### src/hw/rtl/hfr_pkg.sv
// Shared types, constants and the hex digit decoder of the hex frame receiver.
package hfr_pkg;

  localparam int COUNT_W   = 6;
  localparam int BYTE_W    = 8;
  localparam int MAX_BYTES = 16;
  localparam int WORD_W    = 64;

  localparam logic [7:0] CHAR_NL = 8'h0A;

  typedef enum logic [1:0] {
    ERR_NONE   = 2'd0,
    ERR_LENGTH = 2'd1,
    ERR_DIGIT  = 2'd2,
    ERR_SUM    = 2'd3
  } err_code_t;

  // Character held in the input stage
  typedef struct packed {
    logic       valid;
    logic [7:0] ch;
  } hfr_char_t;

  // One frame result
  typedef struct packed {
    logic              frame_valid;
    logic [1:0]        error_code;
    logic [WORD_W-1:0] data_low;
    logic [WORD_W-1:0] data_high;
  } hfr_result_t;

  // Returns {bad, value}; bad is set when c is not a hex digit
  function automatic logic [4:0] hex_decode(input logic [7:0] c);
    logic [4:0] r;
    r = 5'h10;
    if (c >= 8'h30 && c <= 8'h39) begin
      r = {1'b0, c[3:0]};
    end else if ((c >= 8'h41 && c <= 8'h46) || (c >= 8'h61 && c <= 8'h66)) begin
      r = {1'b0, 4'(c[3:0] + 4'd9)};
    end
    return r;
  endfunction

endpackage

### src/hw/rtl/hfr_if.sv
// Valid/ready channel interfaces for characters and frame results.
interface hfr_char_if;
  logic       valid;
  logic       ready;
  logic [7:0] char_in;

  modport source (output valid, output char_in, input ready);
  modport sink (input valid, input char_in, output ready);
endinterface

interface hfr_result_if;
  logic        valid;
  logic        ready;
  logic        frame_valid;
  logic [1:0]  error_code;
  logic [63:0] data_low;
  logic [63:0] data_high;

  modport source (output valid, output frame_valid, output error_code,
                  output data_low, output data_high, input ready);
  modport sink (input valid, input frame_valid, input error_code,
                input data_low, input data_high, output ready);
  modport monitor (input valid, input ready, input frame_valid, input error_code,
                   input data_low, input data_high);
endinterface

### src/hw/rtl/hfr_in_stage.sv
// Input register: takes one character request and holds it until it is processed.
module hfr_in_stage (
  input  logic             clk,
  input  logic             rst,
  hfr_char_if.sink         char_chan,
  input  logic             advance,
  output hfr_pkg::hfr_char_t s1
);
  import hfr_pkg::*;

  logic take;

  // Free when empty or when the held character moves on this cycle
  assign char_chan.ready = !s1.valid || advance;
  assign take            = char_chan.valid && char_chan.ready;

  always_ff @(posedge clk) begin
    if (rst) begin
      s1.valid <= 1'b0;
    end else if (take) begin
      s1.valid <= 1'b1;
    end else if (advance) begin
      s1.valid <= 1'b0;
    end
    if (take) begin
      s1.ch <= char_chan.char_in;
    end
  end

endmodule

### src/hw/rtl/hfr_frame.sv
// Frame state: character count, decoded bytes, sums and the result on newline.
module hfr_frame #(
  parameter int FRAME_BYTES = 16
) (
  input  logic                 clk,
  input  logic                 rst,
  input  logic                 cfg_we,
  input  logic                 cfg_data,
  input  hfr_pkg::hfr_char_t   s1,
  input  logic                 go,
  output logic                 wants_result,
  output logic                 res_load,
  output hfr_pkg::hfr_result_t result
);
  import hfr_pkg::*;

  localparam logic [COUNT_W-1:0] DIGITS_DATA = COUNT_W'(2 * FRAME_BYTES);
  localparam logic [COUNT_W-1:0] COUNT_FULL  = COUNT_W'(2 * FRAME_BYTES + 2);
  localparam logic [COUNT_W-1:0] COUNT_SAT   = COUNT_W'(2 * FRAME_BYTES + 3);

  logic                              panel_enabled;
  logic [COUNT_W-1:0]                char_count;
  logic [FRAME_BYTES-1:0][BYTE_W-1:0] data_bytes;
  logic [3:0]                        high_nibble;
  logic                              digit_bad_pair;
  logic [BYTE_W-1:0]                 running_sum;
  logic [BYTE_W-1:0]                 received_sum;
  logic                              data_digit_bad;
  logic                              sum_digit_bad;

  logic                              is_nl;
  logic                              step;
  logic [4:0]                        dec;
  logic                              bad;
  logic [3:0]                        nib;
  logic                              pair_bad;
  logic [BYTE_W-1:0]                 byte_val;
  logic [2*WORD_W-1:0]               data_all;
  err_code_t                         code;

  assign is_nl        = (s1.ch == CHAR_NL);
  assign wants_result = panel_enabled && is_nl;
  assign step         = go && panel_enabled;
  assign res_load     = step && is_nl;

  // Digit decode and byte assembly for the current character
  assign dec      = hex_decode(s1.ch);
  assign bad      = dec[4];
  assign nib      = bad ? 4'd0 : dec[3:0];
  assign pair_bad = digit_bad_pair | bad;
  assign byte_val = pair_bad ? '0 : {high_nibble, nib};

  // Frame state update
  always_ff @(posedge clk) begin
    if (rst) begin
      panel_enabled  <= 1'b1;
      char_count     <= '0;
      data_bytes     <= '0;
      high_nibble    <= '0;
      digit_bad_pair <= 1'b0;
      running_sum    <= '0;
      received_sum   <= '0;
      data_digit_bad <= 1'b0;
      sum_digit_bad  <= 1'b0;
    end else begin
      if (cfg_we) begin
        panel_enabled <= cfg_data;
      end
      if (step) begin
        if (is_nl) begin
          char_count     <= '0;
          data_bytes     <= '0;
          high_nibble    <= '0;
          digit_bad_pair <= 1'b0;
          running_sum    <= '0;
          received_sum   <= '0;
          data_digit_bad <= 1'b0;
          sum_digit_bad  <= 1'b0;
        end else if (char_count < COUNT_SAT) begin
          char_count <= char_count + 1'b1;
          if (char_count < COUNT_FULL) begin
            if (!char_count[0]) begin
              high_nibble    <= nib;
              digit_bad_pair <= bad;
            end else if (char_count < DIGITS_DATA) begin
              for (int i = 0; i < FRAME_BYTES; i++) begin
                if (char_count[COUNT_W-1:1] == (COUNT_W-1)'(i)) begin
                  data_bytes[i] <= byte_val;
                end
              end
              running_sum <= running_sum + byte_val;
              if (pair_bad) begin
                data_digit_bad <= 1'b1;
              end
            end else begin
              received_sum <= byte_val;
              if (pair_bad) begin
                sum_digit_bad <= 1'b1;
              end
            end
          end
        end
      end
    end
  end

  // Result on newline, checks in priority order
  always_comb begin
    data_all = '0;
    for (int i = 0; i < FRAME_BYTES; i++) begin
      data_all[i*BYTE_W +: BYTE_W] = data_bytes[i];
    end
    priority if (char_count != COUNT_FULL) begin
      code     = ERR_LENGTH;
      data_all = '0;
    end else if (data_digit_bad || sum_digit_bad) begin
      code = ERR_DIGIT;
    end else if (received_sum != running_sum) begin
      code = ERR_SUM;
    end else begin
      code = ERR_NONE;
    end
    result.frame_valid = (code == ERR_NONE);
    result.error_code  = code;
    result.data_low    = data_all[WORD_W-1:0];
    result.data_high   = data_all[2*WORD_W-1:WORD_W];
  end

endmodule

### src/hw/rtl/hfr_out_reg.sv
// Result register: holds one frame result until the consumer takes it.
module hfr_out_reg (
  input  logic                 clk,
  input  logic                 rst,
  input  logic                 load,
  input  hfr_pkg::hfr_result_t result,
  output logic                 free,
  hfr_result_if.source         result_chan
);
  import hfr_pkg::*;

  logic        valid;
  hfr_result_t held;

  assign free = !valid || result_chan.ready;

  always_ff @(posedge clk) begin
    if (rst) begin
      valid <= 1'b0;
    end else if (load) begin
      valid <= 1'b1;
    end else if (result_chan.ready) begin
      valid <= 1'b0;
    end
    if (load) begin
      held <= result;
    end
  end

  assign result_chan.valid       = valid;
  assign result_chan.frame_valid = held.frame_valid;
  assign result_chan.error_code  = held.error_code;
  assign result_chan.data_low    = held.data_low;
  assign result_chan.data_high   = held.data_high;

endmodule

### src/hw/rtl/hex_frame_receiver_with_sum_core.sv
// Top level of the hex frame receiver with additive checksum.
//
// char_chan takes one ASCII character per request. A frame is 2*FRAME_BYTES
// hex digits (most significant nibble first), two checksum digits and a
// newline. Each newline taken with panel_enabled set gives one request on
// result_chan: frame_valid, error_code (ok, wrong length, bad digit,
// checksum mismatch) and the bytes, first byte in data_low[7:0]. Other
// characters give no result. cfg_we/cfg_data write panel_enabled; while it
// is clear, characters are taken and dropped, and the frame state is kept.
// A newline is registered in the input register, its result in the result reg.
// Throughput: one character per cycle while no newline is stalled, set by the
// input register and the single-pass state update that follows it.
// Reset (rst, synchronous) empties both registers, clears the frame state
// and sets panel_enabled. When result_chan stalls, the result register holds,
// ordinary characters keep flowing, and a following newline waits in the
// input register, which then drops char_chan.ready.
module hex_frame_receiver_with_sum_core #(
  parameter int FRAME_BYTES = 16
) (
  input  logic         clk,
  input  logic         rst,
  input  logic         cfg_we,
  input  logic         cfg_data,
  hfr_char_if.sink     char_chan,
  hfr_result_if.source result_chan
);
  import hfr_pkg::*;

  hfr_char_t   s1;
  hfr_result_t result;
  logic        wants_result;
  logic        res_load;
  logic        out_free;
  logic        go;

  // Held character moves on unless it needs the busy result register
  assign go = s1.valid && (!wants_result || out_free);

  hfr_in_stage u_in (
    .clk       (clk),
    .rst       (rst),
    .char_chan (char_chan),
    .advance   (go),
    .s1        (s1)
  );

  hfr_frame #(
    .FRAME_BYTES (FRAME_BYTES)
  ) u_frame (
    .clk          (clk),
    .rst          (rst),
    .cfg_we       (cfg_we),
    .cfg_data     (cfg_data),
    .s1           (s1),
    .go           (go),
    .wants_result (wants_result),
    .res_load     (res_load),
    .result       (result)
  );

  hfr_out_reg u_out (
    .clk         (clk),
    .rst         (rst),
    .load        (res_load),
    .result      (result),
    .free        (out_free),
    .result_chan (result_chan)
  );

endmodule

### src/flat_wrapper.sv
// flat-port wrapper written by rule: the top's interface ports become plain ports
module hex_frame_receiver_with_sum_core_flat import hfr_pkg::*;
#(
  parameter int FRAME_BYTES = 16
)
  (clk, rst, cfg_we, cfg_data, char_chan_valid, char_chan_char_in, char_chan_ready, result_chan_valid, result_chan_frame_valid, result_chan_error_code, result_chan_data_low, result_chan_data_high, result_chan_ready);
  hfr_char_if char_chan_i ();
  hfr_result_if result_chan_i ();
  input  logic clk;
  input  logic rst;
  input  logic cfg_we;
  input  logic cfg_data;
  input wire logic [$bits(char_chan_i.valid)-1:0] char_chan_valid;
  input wire logic [$bits(char_chan_i.char_in)-1:0] char_chan_char_in;
  output wire logic [$bits(char_chan_i.ready)-1:0] char_chan_ready;
  output wire logic [$bits(result_chan_i.valid)-1:0] result_chan_valid;
  output wire logic [$bits(result_chan_i.frame_valid)-1:0] result_chan_frame_valid;
  output wire logic [$bits(result_chan_i.error_code)-1:0] result_chan_error_code;
  output wire logic [$bits(result_chan_i.data_low)-1:0] result_chan_data_low;
  output wire logic [$bits(result_chan_i.data_high)-1:0] result_chan_data_high;
  input wire logic [$bits(result_chan_i.ready)-1:0] result_chan_ready;
  assign char_chan_i.valid = char_chan_valid;
  assign char_chan_i.char_in = char_chan_char_in;
  assign char_chan_ready = char_chan_i.ready;
  assign result_chan_valid = result_chan_i.valid;
  assign result_chan_frame_valid = result_chan_i.frame_valid;
  assign result_chan_error_code = result_chan_i.error_code;
  assign result_chan_data_low = result_chan_i.data_low;
  assign result_chan_data_high = result_chan_i.data_high;
  assign result_chan_i.ready = result_chan_ready;
  hex_frame_receiver_with_sum_core #(.FRAME_BYTES(FRAME_BYTES)) u_core (.clk(clk), .rst(rst), .cfg_we(cfg_we), .cfg_data(cfg_data), .char_chan(char_chan_i), .result_chan(result_chan_i));
endmodule
### config.mk
export PLATFORM = sky130hd
export DESIGN_NAME = hex_frame_receiver_with_sum_core_flat
export DESIGN_NICKNAME = d
export VERILOG_FILES = /design/src/hw/rtl/hfr_pkg.sv /design/src/hw/rtl/hfr_if.sv /design/src/hw/rtl/hfr_in_stage.sv /design/src/hw/rtl/hfr_frame.sv /design/src/hw/rtl/hfr_out_reg.sv /design/src/hw/rtl/hex_frame_receiver_with_sum_core.sv /design/src/flat_wrapper.sv
export SDC_FILE = /design/constraint.sdc
export NUM_CORES = 1
export LEC_CHECK = 0
export BUFFER_PORTS_ARGS = -buffer_cell sky130_fd_sc_hd__buf_2
export CAP_MARGIN = 20
export CORE_MARGIN = 8
export CORE_UTILIZATION = 58
export CTS_CLUSTER_SIZE = 16
export DETAILED_ROUTE_END_ITERATION = 8
export PLACE_DENSITY = 0.84
export SLEW_MARGIN = 20
export SYNTH_ARGS = -nofsm -noshare
export SYNTH_HDL_FRONTEND = slang
export SYNTH_SLANG_ARGS = --single-unit
export TNS_END_PERCENT = 5
### constraint.sdc
create_clock -name clk -period 10.4 [get_ports clk]
set_clock_uncertainty 0.15 [all_clocks]
set_input_delay 0.52 -clock clk [delete_from_list [all_inputs] [get_ports clk]]
set_output_delay 0.52 -clock clk [all_outputs]
set_load 0.02 [all_outputs]
==> impl_metrics.py <==
metrics = {
    "synth": {
        "synthCells": 994,
        "syn_area_um2": 11800,
        "synth-seq-cells": 299,
        "netlist-cell-type-count": 58,
        "yosys_warnings": 0,
        "avgSynthCellArea_um2": 11.9,
        "ys_async_sr_fraction_pct": 0,
        "synth-edff-count": 139,
        "seq_area_frac_synth_pct": 62.4,
        "yosys_most_used_dff": "dfxtp_1",
        "synth.net_count": 1021,
    },
    "floorplanning": {
        "core-area_um2": 20100,
        "die_w_um": 159,
        "die_area_um2": 25200,
        "placementRows": 52,
        "initial_core_util_pct": 58.8,
        "die_height_um": 159,
        "ios": 147,
    },
    "worst_setup_path": {
        "start_kind": "flop",
        "worstPathArrival_ps": 4610,
        "crit_required_ps": 10660,
        "crit_path_top_delay_cell": "nor2b_2",
        "critical-path-top-delay-family": "compound AO/OA/AOI/OAI gates",
        "reg2reg_slack_ps": 6050,
        "cp_num_buf_inv": 1,
        "crit_type": "flop to flop",
        "crit_chain": "inv_1 -> ha_1 -> o21ba_2 -> o21ai_1 -> o22ai_1 -> nor2b_2 -> ha_1 -> a21o_1 -> a21oi_1 -> o221a_2 -> nand3_1 -> o211ai_1 -> a21oi_1 -> a311o_2",
        "cp_max_fo": 19,
        "max_stage_delay_ps": 900,
        "cp-end-kind": "flop",
    },
    "power": {
        "peakVddDrop_mv": 0.103,
        "p_leak_nw": 5.48,
        "powerDensity_nw_per_um2": 177,
    },
    "routing": {
        "wl_per_cell_um": 17.4,
        "ant_nets": 0,
        "drc": 0,
        "drt_iter0_drc": 541,
        "route.met2.wl_um": 12600,
        "via_per_inst": 5.33,
        "num_vias": 7527,
        "drt_pass1_iterations": 5,
        "top_layer": "met4",
        "met3_length_um": 1260,
        "finalWirelength_um": 24500,
        "wl_met1_um": 10200,
    },
    "clocking": {
        "cts_root_buf": "clkbuf_16",
        "path_clk_slew_ps": 70,
        "cts_resized": 0,
        "cts_buffers": 29,
        "clkLatencyLatePin_ps": 530,
        "cts_buffer_depth": 3,
        "cts_hold_buf": 0,
        "post-cts-setup-buffers": 0,
        "cts.sinks": 299,
        "htree_levels": 1,
        "cts_tree": "built",
    },
    "timing": {
        "slew_viol_final": 0,
        "hold_violations": 0,
        "finalCritPeriodShare_pct": 41.8,
        "worst_pin_slew_ps": 1110,
        "relSlewSlack_pct": 26.2,
        "holdWs_ps": 10.4,
        "rsz0062_at_grt": "no",
        "finalCriticalPeriod_ps": 4350,
        "fmax_ghz": 0.230,
        "tns_ps": 0,
        "finalSetupViolCount": 0,
    },
    "global_routing": {
        "grt_first_pass_wirelength_um": 39800,
        "grt-ovfl-total": 0,
        "antenna_found_initial": 0,
        "grt_usage_pct": 19.0,
        "grt_pass1_vias": 7703,
        "grt_max_degree": 132,
    },
    "placed_design": {
        "dp_hpwl_um": 15100,
        "gp_congestion": 0.845,
        "port_buffers": 146,
    },
    "outcome": {
        "status": "complete, no violations",
    },
    "flow_run": {
        "maxCapViolations": 0,
    },
    "final_layout": {
        "area.growth.synth_to_final_pct": 16.6,
        "drive_above_1_share_pct": 20.1,
        "finalCoreUtilization_pct": 68.6,
        "fin_nets": 1145,
        "antenna_cells": 0,
    },
    "hold_path": {
        "hp-class": "input pin to flop",
    },
}
where the power goes:
part / internal [mW] / total (mW) / switching (mW) / leakage [nW]
clock network: 0.743 / 1.17 / 0.423 / 0.529
registers: 1.23 / 1.23 / 0.00570 / 2.27
logic: 0.0123 / 0.0447 / 0.0323 / 2.68
total: 1.98 / 2.44 / 0.461 / 5.48
per-layer routing:
metal,vias to the layer above,track usage (%)
met5,-,0
met3,41,3.65
met4,0,5.67
met1,3631,22.8
li1,3667,-
met2,188,33.8
Yosys cell counts, types with 8 or more instances:
cell type	n	area, um^2
a21oi_1	19	95.1
a22oi_1	8	60.1
and2_1	133	832
buf_2	17	85.1
clkbuf_1	36	135
dfxtp_1	160	3200
edfxtp_1	139	4170
ha_1	12	150
inv_1	14	52.6
mux2i_1	128	1280
nand2_1	21	78.8
nand2_2	11	68.8
nand3_1	20	100
nor2_1	162	608
o21ai_0	14	70.1
xnor2_1	12	105
kinds of logic (layout without fill, tap and decap cells):
kind of cell	Yosys count	after routing	synth area share (%)
simple gates	390	390	16.9
flops	299	299	62.4
mux	128	128	10.8
compound gates	74	74	4.47
buf+inv	73	220	2.72
xor+xnor	16	16	1.18
fa+ha+maj	14	14	1.52
state kept, by name, summed over array words and instances, names as in the netlist, 2 cells and up:
signal                               flops
u_core.u_frame.data_bytes              128
u_core.u_out.result_chan.data_high      64
u_core.u_out.result_chan.data_low       64
u_core.u_in.s1                           9
u_core.u_frame.received_sum              8
u_core.u_frame.running_sum               8
u_core.u_frame.char_count                6
u_core.u_frame.high_nibble               4
u_core.u_out.result_chan.error_code      2
placed cells by master, fill, tap and decap left out, types with 5 or more instances in the layout:
| cell | Yosys | layout |
|---|---|---|
| and2_1 | 133 | 133 |
| a22oi_1 | 8 | 8 |
| ha_1 | 12 | 12 |
| buf_2 | 17 | 145 |
| nand2_1 | 21 | 21 |
| dfxtp_1 | 160 | 160 |
| nand3_1 | 20 | 20 |
| nand4_1 | 6 | 6 |
| o21ai_0 | 14 | 14 |
| a21oi_1 | 19 | 19 |
| nand2b_1 | 5 | 5 |
| nor2_1 | 162 | 161 |
| nand2_2 | 11 | 11 |
| clkbuf_1 | 36 | 8 |
| bufinv_16 | 0 | 8 |
| buf_4 | 3 | 6 |
| clkbuf_16 | 0 | 29 |
| edfxtp_1 | 139 | 139 |
| nand3b_1 | 6 | 6 |
| xnor2_1 | 12 | 12 |
| nor3_1 | 7 | 7 |
| inv_1 | 14 | 14 |
| mux2i_1 | 128 | 128 |
path summary, 6_finish.rpt:
path                             startpoint                              to  cells past startpoint
min reg2reg  u_core.u_frame.data_bytes[106]  u_core.u_frame.data_bytes[106]                      2
min                    char_chan_char_in[2]               u_core.u_in.s1[2]                      1
max reg2reg               u_core.u_in.s1[1]   u_core.u_frame.running_sum[7]                     14
max                       u_core.u_in.s1[1]   u_core.u_frame.running_sum[7]                     14
area by class of cell:
| cell class | count | area (um^2) |
|---|---|---|
| timing repair buffer | 152 | 798 |
| inverter | 14 | 52.6 |
| fill | 1452 | 6310 |
| tap | 270 | 338 |
| sequential | 299 | 7380 |
| multi-input combinational | 622 | 4150 |
| clock inverter | 13 | 274 |
| clock buffer | 41 | 811 |
metrics by stage:
stage               total power [mW]  setup slack (ps)  cell area (um^2)  instances
global route                    2.51              5870             13800       1411
floorplan                       1.29              2770             11800        994
CTS                             2.46              6140             13800       1410
global placement                1.30              6340             12700       1356
finish                          2.44              6050             13800       1411
detailed placement              1.30              6190             12700       1356
Note: power is estimated with default switching activity, not from simulation.
